<file path="src/hw/rtl/edge_count_beep_sequencer_assert.svh">
// ----------------------------------------------------------------------------
// edge_count_beep_sequencer assertion macros
// shared concurrent assertion forms, clocked on clk and quiet during reset
// ----------------------------------------------------------------------------
`ifndef EDGE_COUNT_BEEP_SEQUENCER_ASSERT_SVH
`define EDGE_COUNT_BEEP_SEQUENCER_ASSERT_SVH

// same-cycle implication
`define ECBS_ASSERT_NOW(lbl, ante, cons, msg) \
    lbl: assert property (@(posedge clk) disable iff (!rst_n) (ante) |-> (cons)) \
        else $error(msg);

// next-cycle implication
`define ECBS_ASSERT_NEXT(lbl, ante, cons, msg) \
    lbl: assert property (@(posedge clk) disable iff (!rst_n) (ante) |=> (cons)) \
        else $error(msg);

`endif

</file>
<file path="src/hw/rtl/ecbs_pkg.sv">
// ----------------------------------------------------------------------------
// ecbs_pkg
// types and constants shared by the beep sequencer modules
// ----------------------------------------------------------------------------
package ecbs_pkg;

    localparam int unsigned FLAG_W  = 3;
    localparam int unsigned TIME_W  = 32;
    localparam int unsigned CFG_W   = 16;
    localparam int unsigned COUNT_W = 8;
    localparam int unsigned ADDR_W  = 3;
    localparam int unsigned DATA_W  = 32;

    localparam logic [CFG_W-1:0]   TIME_RESET = 16'd400;
    localparam logic [COUNT_W-1:0] COUNT_MAX  = 8'd255;
    localparam logic [1:0]         BEEPS_RISE = 2'd1;
    localparam logic [1:0]         BEEPS_FALL = 2'd2;

    // register index, taken from paddr[2]
    typedef enum logic {
        REG_ON_TIME  = 1'b0,
        REG_OFF_TIME = 1'b1
    } reg_idx_t;

    typedef struct packed {
        logic [CFG_W-1:0] on_time_ms;
        logic [CFG_W-1:0] off_time_ms;
    } cfg_t;

    typedef struct packed {
        logic [TIME_W-1:0] now_ms;
        logic [FLAG_W-1:0] flags;   // bit0 catch, bit1 outpost, bit2 engineer
    } item_t;

    typedef struct packed {
        logic               buzzer_on;
        logic [COUNT_W-1:0] pending_beeps;
    } result_t;

endpackage

</file>
<file path="src/hw/rtl/ecbs_regs.sv">
// ----------------------------------------------------------------------------
// ecbs_regs
// apb register file holding the beep on and off times
// ----------------------------------------------------------------------------
module ecbs_regs
    import ecbs_pkg::*;
(
    input  logic              clk,
    input  logic              rst_n,
    input  logic              psel,
    input  logic              penable,
    input  logic              pwrite,
    input  logic [ADDR_W-1:0] paddr,
    input  logic [DATA_W-1:0] pwdata,
    output logic [DATA_W-1:0] prdata,
    output cfg_t              cfg
);

    cfg_t     cfg_reg;
    logic     wr_en;
    reg_idx_t wr_idx;

    assign wr_en  = psel && penable && pwrite;
    assign wr_idx = reg_idx_t'(paddr[2]);

    always_ff @(posedge clk or negedge rst_n)
    begin
        if (!rst_n)
        begin
            cfg_reg.on_time_ms  <= TIME_RESET;
            cfg_reg.off_time_ms <= TIME_RESET;
        end
        else if (wr_en)
        begin
            unique case (wr_idx)
                REG_ON_TIME:  cfg_reg.on_time_ms  <= pwdata[CFG_W-1:0];
                REG_OFF_TIME: cfg_reg.off_time_ms <= pwdata[CFG_W-1:0];
                default:      cfg_reg <= cfg_reg;
            endcase
        end
    end

    always_comb
    begin
        unique case (wr_idx)
            REG_ON_TIME:  prdata = {{(DATA_W-CFG_W){1'b0}}, cfg_reg.on_time_ms};
            REG_OFF_TIME: prdata = {{(DATA_W-CFG_W){1'b0}}, cfg_reg.off_time_ms};
            default:      prdata = '0;
        endcase
    end

    assign cfg = cfg_reg;

endmodule

</file>
<file path="src/hw/rtl/ecbs_core.sv">
// ----------------------------------------------------------------------------
// ecbs_core
// sequencer state and its combinational update for one item
// ----------------------------------------------------------------------------
module ecbs_core
    import ecbs_pkg::*;
(
    input  logic    clk,
    input  logic    rst_n,
    input  cfg_t    cfg,
    input  logic    step,
    input  item_t   item,
    output result_t result
);

`include "edge_count_beep_sequencer_assert.svh"

    logic               primed_reg;
    logic [FLAG_W-1:0]  last_flags_reg;
    logic [COUNT_W-1:0] beep_count_reg;
    logic               sounding_reg;
    logic [TIME_W-1:0]  stage_start_reg;

    logic               primed_next;
    logic [FLAG_W-1:0]  last_flags_next;
    logic [COUNT_W-1:0] beep_count_next;
    logic               sounding_next;
    logic [TIME_W-1:0]  stage_start_next;

    logic [FLAG_W-1:0]  flag_diff;
    logic [2:0]         add_beeps;
    logic [COUNT_W:0]   count_sum;
    logic [COUNT_W-1:0] count_queued;
    logic [TIME_W-1:0]  elapsed;
    logic               on_done;
    logic               off_done;

    assign flag_diff = item.flags ^ last_flags_reg;
    assign elapsed   = item.now_ms - stage_start_reg;
    assign on_done   = elapsed >= {{(TIME_W-CFG_W){1'b0}}, cfg.on_time_ms};
    assign off_done  = elapsed >= {{(TIME_W-CFG_W){1'b0}}, cfg.off_time_ms};

    always_comb
    begin
        add_beeps = '0;
        for (int b = 0; b < FLAG_W; b++)
        begin
            if (flag_diff[b])
            begin
                add_beeps = add_beeps + {1'b0, (item.flags[b] ? BEEPS_RISE : BEEPS_FALL)};
            end
        end
        count_sum    = {1'b0, beep_count_reg} + {{(COUNT_W-2){1'b0}}, add_beeps};
        count_queued = count_sum[COUNT_W] ? COUNT_MAX : count_sum[COUNT_W-1:0];

        primed_next      = primed_reg;
        last_flags_next  = item.flags;
        beep_count_next  = beep_count_reg;
        sounding_next    = sounding_reg;
        stage_start_next = stage_start_reg;

        if (!primed_reg)
        begin
            primed_next = 1'b1;
        end
        else
        begin
            beep_count_next = count_queued;
            if (sounding_reg)
            begin
                if (on_done)
                begin
                    sounding_next    = 1'b0;
                    stage_start_next = item.now_ms;
                    if (count_queued != '0)
                    begin
                        beep_count_next = count_queued - {{(COUNT_W-1){1'b0}}, 1'b1};
                    end
                end
            end
            else if (count_queued != '0 && off_done)
            begin
                sounding_next    = 1'b1;
                stage_start_next = item.now_ms;
            end
        end
    end

    always_ff @(posedge clk or negedge rst_n)
    begin
        if (!rst_n)
        begin
            primed_reg      <= 1'b0;
            last_flags_reg  <= '0;
            beep_count_reg  <= '0;
            sounding_reg    <= 1'b0;
            stage_start_reg <= '0;
        end
        else if (step)
        begin
            primed_reg      <= primed_next;
            last_flags_reg  <= last_flags_next;
            beep_count_reg  <= beep_count_next;
            sounding_reg    <= sounding_next;
            stage_start_reg <= stage_start_next;
        end
    end

    assign result.buzzer_on     = sounding_next;
    assign result.pending_beeps = beep_count_next;

    // a beep only starts with something queued
    `ECBS_ASSERT_NOW(a_start_needs_beep,
        $rose(sounding_reg), beep_count_reg != '0,
        "beep started with empty queue")
    // the queue only shrinks when a beep ends
    `ECBS_ASSERT_NOW(a_drop_on_end,
        beep_count_reg < $past(beep_count_reg), $fell(sounding_reg),
        "pending count dropped without a beep ending")
    // stage timestamp moves only with a stage change
    `ECBS_ASSERT_NOW(a_stage_with_change,
        !$stable(stage_start_reg), !$stable(sounding_reg),
        "stage start moved without a stage change")
    // nothing moves before the first item has primed the flags
    `ECBS_ASSERT_NEXT(a_prime_quiet,
        step && !primed_reg, primed_reg && beep_count_reg == $past(beep_count_reg),
        "priming item changed the queue")

endmodule

</file>
<file path="src/hw/rtl/edge_count_beep_sequencer.sv">
// ----------------------------------------------------------------------------
// edge_count_beep_sequencer
// buzzer sequencer that queues beeps on status flag edges
// ----------------------------------------------------------------------------
// Takes one item per clock with no bubbles while out_ready is held high.
// An accepted item lands in an input register; when the result register is
// free or draining, the core updates the flag, queue and stage state in one
// pass and loads the result register, which presents the result. The only
// loop is the state update in ecbs_core (edge count, saturating add, 32-bit
// timestamp subtract and compare). The result register decouples the sides:
// items keep coming in as long as a pending result is being taken or the
// register is empty. The user must write the on and off times through the
// apb port only while no item is in flight; the block does not enforce it.
module edge_count_beep_sequencer
    import ecbs_pkg::*;
(
    input  logic                clk,
    input  logic                rst_n,
    input  logic                in_valid,
    output logic                in_ready,
    input  logic [TIME_W-1:0]   now_ms,
    input  logic                flag_catch,
    input  logic                flag_outpost,
    input  logic                flag_engineer,
    output logic                out_valid,
    input  logic                out_ready,
    output logic                buzzer_on,
    output logic [COUNT_W-1:0]  pending_beeps,
    input  logic                psel,
    input  logic                penable,
    input  logic                pwrite,
    input  logic [ADDR_W-1:0]   paddr,
    input  logic [DATA_W-1:0]   pwdata,
    output logic [DATA_W-1:0]   prdata,
    output logic                pready
);

`include "edge_count_beep_sequencer_assert.svh"

    cfg_t    cfg;
    logic    s1_vld_reg;
    item_t   s1_item_reg;
    logic    out_vld_reg;
    result_t out_res_reg;
    result_t core_res;
    logic    advance;

    // stage 1 moves forward when the result register is free or draining
    assign advance  = !out_vld_reg || out_ready;
    assign in_ready = !s1_vld_reg || advance;

    ecbs_regs u_regs (
        .clk     (clk),
        .rst_n   (rst_n),
        .psel    (psel),
        .penable (penable),
        .pwrite  (pwrite),
        .paddr   (paddr),
        .pwdata  (pwdata),
        .prdata  (prdata),
        .cfg     (cfg)
    );

    ecbs_core u_core (
        .clk    (clk),
        .rst_n  (rst_n),
        .cfg    (cfg),
        .step   (s1_vld_reg && advance),
        .item   (s1_item_reg),
        .result (core_res)
    );

    always_ff @(posedge clk or negedge rst_n)
    begin
        if (!rst_n)
        begin
            s1_vld_reg  <= 1'b0;
            out_vld_reg <= 1'b0;
        end
        else
        begin
            if (in_ready)
            begin
                s1_vld_reg <= in_valid;
            end
            if (advance)
            begin
                out_vld_reg <= s1_vld_reg;
            end
        end
    end

    always_ff @(posedge clk)
    begin
        if (in_valid && in_ready)
        begin
            s1_item_reg.now_ms <= now_ms;
            s1_item_reg.flags  <= {flag_engineer, flag_outpost, flag_catch};
        end
        if (s1_vld_reg && advance)
        begin
            out_res_reg <= core_res;
        end
    end

    assign out_valid     = out_vld_reg;
    assign buzzer_on     = out_res_reg.buzzer_on;
    assign pending_beeps = out_res_reg.pending_beeps;
    assign pready        = 1'b1;

    // a held item always reaches the result register once it is free
    `ECBS_ASSERT_NEXT(a_item_moves, s1_vld_reg && !out_vld_reg, out_vld_reg, "held item did not advance")

endmodule
</file>
<file path="config.mk">
export PLATFORM = sky130hd
export DESIGN_NAME = edge_count_beep_sequencer
export DESIGN_NICKNAME = d
export VERILOG_FILES = /design/src/hw/rtl/ecbs_pkg.sv /design/src/hw/rtl/ecbs_regs.sv /design/src/hw/rtl/ecbs_core.sv /design/src/hw/rtl/edge_count_beep_sequencer.sv
export VERILOG_INCLUDE_DIRS = /design/src /design/src/hw/rtl
export SDC_FILE = /design/constraint.sdc
export NUM_CORES = 1
export LEC_CHECK = 0
export BUFFER_PORTS_ARGS = -buffer_cell sky130_fd_sc_hd__buf_2
export CELL_PAD_IN_SITES_DETAIL_PLACEMENT = 1
export CELL_PAD_IN_SITES_GLOBAL_PLACEMENT = 1
export CORE_UTILIZATION = 45
export CTS_CLUSTER_DIAMETER = 120
export DETAILED_ROUTE_END_ITERATION = 16
export GPL_ROUTABILITY_DRIVEN = 1
export PLACE_DENSITY_LB_ADDON = 0.05
export SKIP_CTS_REPAIR_TIMING = 1
export SYNTH_ARGS = -nofsm -noshare
export SYNTH_HDL_FRONTEND = slang
export SYNTH_SLANG_ARGS = --single-unit
</file>
<file path="constraint.sdc">
create_clock -name clk -period 6.7 [get_ports clk]
set_clock_uncertainty 0.05 [all_clocks]
set_input_delay 0.335 -clock clk [delete_from_list [all_inputs] [get_ports clk]]
set_output_delay 0.335 -clock clk [all_outputs]
set_load 0.05 [all_outputs]
</file>
==> impl_metrics.tcl, run 1 <==
set metrics [dict create \
    grt_usage 0.233 \
    max_freq_ghz 0.170 \
    critPathKind "flop to flop" \
    grt_pass1_vias 6608 \
    routed_wl_um 20000 \
    syn_area_per_cell_um2 10.1 \
    timing.max_cap.violations 0 \
    fin_area_um2 9200 \
    numCtsBuffers 17 \
    grt_pass1_wl_um 33000 \
    dp.cells 1087 \
    mostFrequentLayoutCell "buf_2" \
    total_power_mw 4.27 \
    largest_reg_flops 35 \
    crit_path_top_delay_cell "a211oi_1" \
    pin_count 121 \
    leakage_nw 4.18 \
    ir_drop_uv 256 \
    slew_viol_final 0 \
    ys.flop_type "dfrtp_1" \
    antenna_left 0 \
    startpoint "s1_item_reg[0]" \
    period_share 0.880 \
    synth_top_area_frac 0.227 \
    synth_cell_type_count 61 \
    gp_congestion 0.864 \
    synth_cells 800 \
    cts_tree "done" \
    final_cell_mix "buf_2 (84), inv_1 (78), dfrtp_1 (73)" \
    drive_gt1_frac 0.204 \
    synth_top_area_cell "dfrtp_1" \
    max_slew_margin 0.300 \
    reg2reg_slack_ps 800 \
    crit_required_ps 6820 \
    cts_root_buffer "clkbuf_16" \
    drc 0 \
    worstMarginPinSlew_ps 1050 \
    via_per_inst 5.50 \
    antenna_cells 0 \
    critPathMaxStageDelay_ps 660 \
    setup_ws_ps 802 \
    die_w_um 136 \
    die_area_um2 18400 \
    cp.arrival_ps 6020 \
    coreArea_um2 17400 \
    hold_violations 0 \
    synthesis.area_um2 8060 \
    setup_viol 0 \
    final_cells 1120 \
    grt_max_degree 42 \
    r2r-start "s1_item_reg[0]" \
    rsz0062_at_grt "false" \
    cp-start-kind "flop" \
    min_path_type "input pin to flop" \
    ys_ff_latch 123 \
    nets 1033 \
    drt-pass1-iter-count 4 \
    min_period_ps 5900 \
    clkTransAtPathRegs_ps 60 \
    yosys_warnings 0 \
    routedWlPerCell_um 17.8 \
    die-height_um 136 \
    path_max_fanout 9 \
    area_growth_pct 14.2 \
    status "finished, final reports clean" \
    hpwl_um 15000 \
    antenna_found_initial 0 \
    yosys-top-cells-area "dfrtp_1 (23%), edfxtp_1 (16%), ha_1 (11%)" \
    clock_sinks 123 \
    fin_tns_setup_ps 0 \
    portBuffers 85 \
    power_density_nw_per_um2 464 \
    h-tree-depth 4 \
    synth-seq-area-share 0.410 \
    endpoint_kind "flop" \
    start_util 0.463 \
    worstHoldStart "now_ms[5]" \
    synth_edf_count 44 \
    pre_cts_ws_ps 820 \
    async_reset_ff_frac 0.642 \
    clk-insertion-delay-late_ps 430 \
    placed_cell_area_um2 8600 \
    clk_path_buf_depth 2 \
    path_cells "nor2b_1 > ha_1 > fa_1 > mux2i_1 > fa_1 > mux2i_1 > inv_1 > fa_1 > nor2b_1 > o2111ai_1 > nor2_1 > nor2b_1 > ha_1 > nand4_1 > inv_1 > a211oi_1 > mux2i_1 > mux2_2" \
    overflow 0 \
    row_count 48 \
    drt_iter0_drc 328 \
    vias 6160 \
]
==> cell families after synthesis <==
| kind of cell | Yosys count | share of synthesized area |
|---|---|---|
| buffers and inverters | 120 | 0.0675 |
| AND/OR/NAND/NOR | 184 | 0.111 |
| adder cells (fa/ha/maj) | 74 | 0.119 |
| XOR/XNOR | 33 | 0.0359 |
| multiplexers | 84 | 0.116 |
| other | 2 | 0.000932 |
| AO/OA/AOI/OAI | 180 | 0.139 |
| flip-flops | 123 | 0.410 |
==> per-stage QoR <==
stage,hold WS [ps],utilization
6_report,31.2,0.528
5_1_grt,10.2,0.528
4_1_cts,-141,0.528
3_5_place_dp,320,0.494
3_3_place_gp,307,0.494
2_1_floorplan,-10.6,-
==> final cells by class <==
type | count | area (um2)
fillers | 1990 | 8210
inverters | 78 | 293
repair buffers | 90 | 468
clock inverters | 15 | 165
well taps | 225 | 282
clock buffers | 17 | 425
flip-flops and latches | 123 | 3310
multi-input cells | 572 | 4260
==> final timing paths <==
check,depth (start not counted),endpoint
worst min-delay path,1,s1_item_reg[8]
worst max register to register,18,pending_beeps[1]
max in group asynchronous,3,s1_vld_reg
worst max-delay path,18,pending_beeps[1]
worst min register to register,1,u_core.stage_start_reg[23]
min in group asynchronous,2,u_regs.cfg[3]
==> metal layers <==
layer  track usage  vias to the layer above  wire (um)
met5             0                        -          0
met4        0.0624                        0        226
met3        0.0406                       19        559
met2         0.400                      103       9780
met1         0.299                     3068       9420
li1              -                     2970          -
==> synth_stat cells (16+ instances only) <==
| master | n |
|---|---|
| a21o_1 | 18 |
| a21oi_1 | 56 |
| buf_4 | 17 |
| clkbuf_1 | 16 |
| dfrtp_1 | 73 |
| edfxtp_1 | 44 |
| ha_1 | 70 |
| inv_1 | 78 |
| mux2_1 | 30 |
| mux2_2 | 47 |
| nand2_1 | 64 |
| nand4_1 | 18 |
| nor2_1 | 43 |
| o21ai_0 | 47 |
| xnor2_1 | 18 |
==> power breakdown <==
| group | switching, mW | total (mW) | internal, mW | leakage [nW] |
|---|---|---|---|---|
| Sequential | 0.114 | 1.10 | 0.990 | 1.33 |
| Combinational | 1.38 | 2.24 | 0.859 | 2.56 |
| Clock | 0.374 | 0.927 | 0.553 | 0.282 |
| Total | 1.87 | 4.27 | 2.40 | 4.18 |
==> worst max-delay path, delay by kind of cell, from the launching register on <==
family                     cells  cell delay, ps
adders and majority gates      5            1790
and+or+nand+nor                5            1280
muxes                          4            1040
AOI/OAI and AO/OA              2             870
DFF                            1             410
buffers and inverters          2             220
No activity file was read; power rests on OpenSTA's default activity.
==> run 2: changes to the inputs <==
CELL_PAD_IN_SITES_DETAIL_PLACEMENT = 2   (was 1)
CELL_PAD_IN_SITES_GLOBAL_PLACEMENT = 2   (was 1)
CORE_UTILIZATION = 37   (was 45)
==> run 2 against run 1 <==
Via count up 0.91%; largest cell class unchanged; critical path type unchanged; worst setup slack better by 110 ps; fmax up 2.0%.
==> impl_metrics.tcl, run 2 (same netlist as run 1, synthesis figures left out) <==
set metrics [dict create \
    max_slew_margin 0.231 \
    cp.arrival_ps 6030 \
    die_area_um2 22400 \
    grt_pass1_vias 7002 \
    drt_iter0_drc 159 \
    critPathKind "flop to flop" \
    final_cells 1170 \
    rsz0062_at_grt "false" \
    clk-insertion-delay-late_ps 420 \
    reg2reg_slack_ps 920 \
    antenna_left 0 \
    power_density_nw_per_um2 461 \
    grt_usage 0.210 \
    dp.cells 1138 \
    hold_violations 0 \
    setup_viol 0 \
    routed_wl_um 22200 \
    pre_cts_ws_ps 916 \
    setup_ws_ps 915 \
    r2r-start "s1_item_reg[0]" \
    fin_area_um2 9210 \
    overflow 0 \
    clk_path_buf_depth 2 \
    via_per_inst 5.31 \
    drt-pass1-iter-count 4 \
    crit_path_top_delay_cell "nor2_1" \
    crit_end "u_core.stage_start_reg[1]" \
    total_power_mw 4.24 \
    critPathMaxStageDelay_ps 530 \
    h-tree-depth 4 \
    crit_family "adder cells" \
    routedWlPerCell_um 19.0 \
    slew_viol_final 0 \
    min_path_type "input pin to async pin" \
    crit_required_ps 6940 \
    final_util 0.435 \
    antenna_found_initial 0 \
    leakage_nw 4.14 \
    worstMarginPinSlew_ps 1150 \
    antenna_cells 0 \
    placed_cell_area_um2 8670 \
    gp_congestion 0.854 \
    die-height_um 150 \
    vias 6216 \
    ir_drop_uv 170 \
    numCtsBuffers 17 \
    reg2reg_depth 19 \
    row_count 53 \
    fin_tns_setup_ps 0 \
    cts_root_buffer "clkbuf_16" \
    r2r-end "u_core.stage_start_reg[1]" \
    mostFrequentLayoutCell "buf_2" \
    start_util 0.381 \
    largest_reg_flops 35 \
    pin_count 121 \
    period_share 0.863 \
    grt_pass1_wl_um 36300 \
    area_growth_pct 14.3 \
    final_cell_mix "buf_2 (84), inv_1 (78), dfrtp_1 (73)" \
    status "finished, final reports clean" \
    portBuffers 85 \
    cts_tree "done" \
    hpwl_um 16700 \
    path_depth 19 \
    worst-path-buf-inv 3 \
    cp-start-kind "flop" \
    die_w_um 150 \
    grt_max_degree 80 \
    nets 1033 \
    min_period_ps 5780 \
    path_cells "nor2b_1 > ha_1 > fa_1 > mux2i_1 > fa_1 > mux2i_1 > inv_1 > fa_1 > nor2b_1 > o2111ai_1 > nor2_1 > nor2b_1 > ha_1 > nand4_1 > inv_1 > a311oi_1 > o21ai_4 > buf_4 > mux2_1" \
    clock_sinks 123 \
    hold_slack_ps 37.1 \
    drc 0 \
    drive_gt1_frac 0.202 \
    timing.max_cap.violations 0 \
    coreArea_um2 21200 \
    path_max_fanout 32 \
    clkTransAtPathRegs_ps 60 \
    endpoint_kind "flop" \
    startpoint "s1_item_reg[0]" \
    max_freq_ghz 0.173 \
]
-- run 2: cell types whose count changed in the layout (fill, tap and decap cells not counted) --
cell           previous run  this run
clkinv_2                  2         1
dlygate4sd3_1             1         0
inv_8                     1         0
clkinv_1                  0         2
clkinv_4                  4         2
clkbuf_1                  0         1
clkbuf_8                  0         1
clkinvlp_4                3         5
buf_4                     5         6
bufinv_16                 2         0
-- run 2: report_power, final --
part / internal (mW) / leakage, nW / switching (mW)
clock network: 0.483 / 0.247 / 0.365
logic: 0.863 / 2.57 / 1.42
registers: 0.990 / 1.33 / 0.117
-- run 2: how the worst min path moves through the flow --
stage | slack [ps] | depth (start not counted) | start | endpoint
global placement | 420 | 1 | s1_item_reg[3] | u_core.stage_start_reg[0]
floorplan | -10 | 0 | rst_n | out_valid
detailed placement | 440 | 1 | u_core.stage_start_reg[10] | u_core.stage_start_reg[10]
finish | 40 | 1 | rst_n | u_regs.cfg[1]
global route | 10 | 1 | now_ms[24] | s1_item_reg[27]
CTS | 20 | 1 | now_ms[21] | s1_item_reg[24]
-- run 2: final cells by class --
class                           instances  area (um2)
Fill cell                            2256       11900
Inverter                               78         293
Clock buffer                           19         443
Sequential cell                       123        3310
Timing Repair Buffer                   90         465
Multi-Input combinational cell        572        4260
Clock inverter                         13        93.8
Tap cell                              275         344
-- run 2: layer usage --
layer	wire, um	vias up	global-route usage	part of all wire
li1	-	2975	-	-
met1	10200	3148	0.262	0.46
met2	11200	78	0.375	0.51
met3	536	15	0.0366	0.024
met4	242	0	0.0474	0.011
met5	0	-	0	0
==> run 3: changes to the inputs <==
CORE_UTILIZATION = 40   (was 37)
clock period = 6.8 ns   (was 6.7 ns; I/O delays follow)
==> run 3 against run 2 <==
Worst hold slack worse by 7.4 ps; non-clock buffer count unchanged; register-to-register slack got worse by 230 ps; critical path depth down 1; sequential cell count did not move; combinational power about the same; final area is 0.46% higher; fmax is 5.4% lower; final cell count shrank 0.85%; critical path type unchanged; die area decreased by 7.4%; first-iteration DRC count grew 6.3%; clock power rose by 8.6%.
==> impl_metrics.tcl, run 3 (same netlist as run 1, synthesis figures left out) <==
set metrics [dict create \
    vias 6265 \
    min_path_type "input pin to flop" \
    endpoint_kind "flop" \
    slew_viol_final 0 \
    final_cell_mix "buf_2 (84), inv_1 (78), dfrtp_1 (73)" \
    drt_iter0_drc 169 \
    area_growth_pct 14.8 \
    path_cells "nor2b_1 > ha_1 > fa_1 > mux2i_1 > fa_1 > mux2i_1 > inv_1 > fa_1 > nor2b_1 > o2111ai_1 > nor2_1 > nor2b_1 > ha_1 > nand4_1 > inv_1 > a211oi_1 > mux2i_1 > mux2_2" \
    critPathKind "flop to flop" \
    dp.cells 1127 \
    hpwl_um 17100 \
    pin_count 121 \
    die-height_um 144 \
    leakage_nw 4.18 \
    final_cells 1160 \
    crit_required_ps 6920 \
    timing.max_cap.violations 0 \
    clkTransAtPathRegs_ps 60 \
    antenna_left 0 \
    die_area_um2 20700 \
    drc 0 \
    grt_pass1_wl_um 36900 \
    routedWlPerCell_um 19.6 \
    max_freq_ghz 0.164 \
    clk-insertion-delay-late_ps 430 \
    status "finished, final reports clean" \
    fin_tns_setup_ps 0 \
    min_period_ps 6110 \
    crit_path_top_delay_cell "a211oi_1" \
    routed_wl_um 22700 \
    grt_max_degree 43 \
    largest_reg_flops 35 \
    rsz0062_at_grt "false" \
    hold_violations 0 \
    cts_tree "done" \
    via_per_inst 5.40 \
    start_util 0.411 \
    path_max_fanout 9 \
    antenna_cells 0 \
    nets 1033 \
    h-tree-depth 4 \
    clock_sinks 123 \
    grt_pass1_vias 7116 \
    portBuffers 85 \
    drt-pass1-iter-count 5 \
    antenna_found_initial 0 \
    worstMarginPinSlew_ps 1160 \
    row_count 51 \
    max_slew_margin 0.224 \
    cp.arrival_ps 6230 \
    setup_viol 0 \
    drive_gt1_frac 0.204 \
    coreArea_um2 19600 \
    numCtsBuffers 17 \
    die_w_um 144 \
    grt_usage 0.234 \
    cp-start-kind "flop" \
    cts_root_buffer "clkbuf_16" \
    critPathMaxStageDelay_ps 680 \
    clk_path_buf_depth 2 \
    mostFrequentLayoutCell "buf_2" \
    period_share 0.899 \
    gp_congestion 0.861 \
    overflow 0 \
    ir_drop_uv 205 \
    power_density_nw_per_um2 463 \
]
[run 3: cell count changes in the layout (fill, tap and decap cells not counted)]
| cell | delta |
|---|---|
| clkinvlp_4 | -3 |
| bufinv_16 | +2 |
| clkinv_1 | -2 |
| clkinv_4 | +2 |
| inv_6 | +2 |
| buf_4 | -1 |
| clkbuf_1 | -1 |
| clkbuf_8 | -1 |
| clkinv_2 | +1 |
| dlygate4sd3_1 | +1 |
[run 3: stage by stage]
stage / power, mW / util / setup WS, ps / hold WS, ps / cell area (um2)
6_report: 4.28 / 0.472 / 685 / 29.7 / 9250
2_1_floorplan: 2.71 / - / 1920 / -5.59 / 8110
3_5_place_dp: 3.33 / 0.442 / 858 / 312 / 8650
4_1_cts: 4.33 / 0.472 / 667 / -150 / 9240
5_1_grt: 4.60 / 0.472 / 282 / 15.1 / 9250
3_3_place_gp: 3.18 / 0.442 / 1130 / 287 / 8650
[run 3: metal layers]
metal | share of wire | track usage | up-vias
met5 | 0 | 0 | -
met4 | 0.0088 | 0.0672 | 0
met3 | 0.030 | 0.0463 | 15
met2 | 0.52 | 0.426 | 101
met1 | 0.44 | 0.277 | 3171
li1 | - | - | 2978
[run 3: area by class of cell]
cell class | count | area [um2]
Clock buffer | 17 | 425
Clock inverter | 15 | 164
Fill cell | 2117 | 10300
Inverter | 78 | 293
Multi-Input combinational cell | 572 | 4260
Sequential cell | 123 | 3310
Tap cell | 265 | 332
Timing Repair Buffer | 90 | 468
[run 3: path summary, 6_finish.rpt]
check | slack [ps] | from | endpoint | cells past startpoint
max in group asynchronous | 5290 | rst_n | u_regs.cfg[14] | 3
hold / removal | 30 | now_ms[8] | s1_item_reg[11] | 1
hold reg to reg | 440 | u_core.stage_start_reg[24] | u_core.stage_start_reg[24] | 1
min in group asynchronous | 400 | rst_n | u_regs.cfg[17] | 2
setup reg to reg | 690 | s1_item_reg[0] | pending_beeps[1] | 18
setup / recovery | 690 | s1_item_reg[0] | pending_beeps[1] | 18
[run 3: worst max-delay path: cells and delay by family, from the launching register on]
family                   cells  cell delay, ps
AO/OA/AOI/OAI                2             920
flip-flops                   1             370
buffers and inverters        2             240
multiplexers                 4            1020
adder cells (fa/ha/maj)      5            1800
AND/OR/NAND/NOR              5            1430
[run 3: where the power goes]
group / switching (mW) / internal (mW) / total, mW / leakage [nW]
Clock: 0.376 / 0.546 / 0.922 / 0.285
Sequential: 0.121 / 0.976 / 1.10 / 1.33
Combinational: 1.41 / 0.853 / 2.26 / 2.56
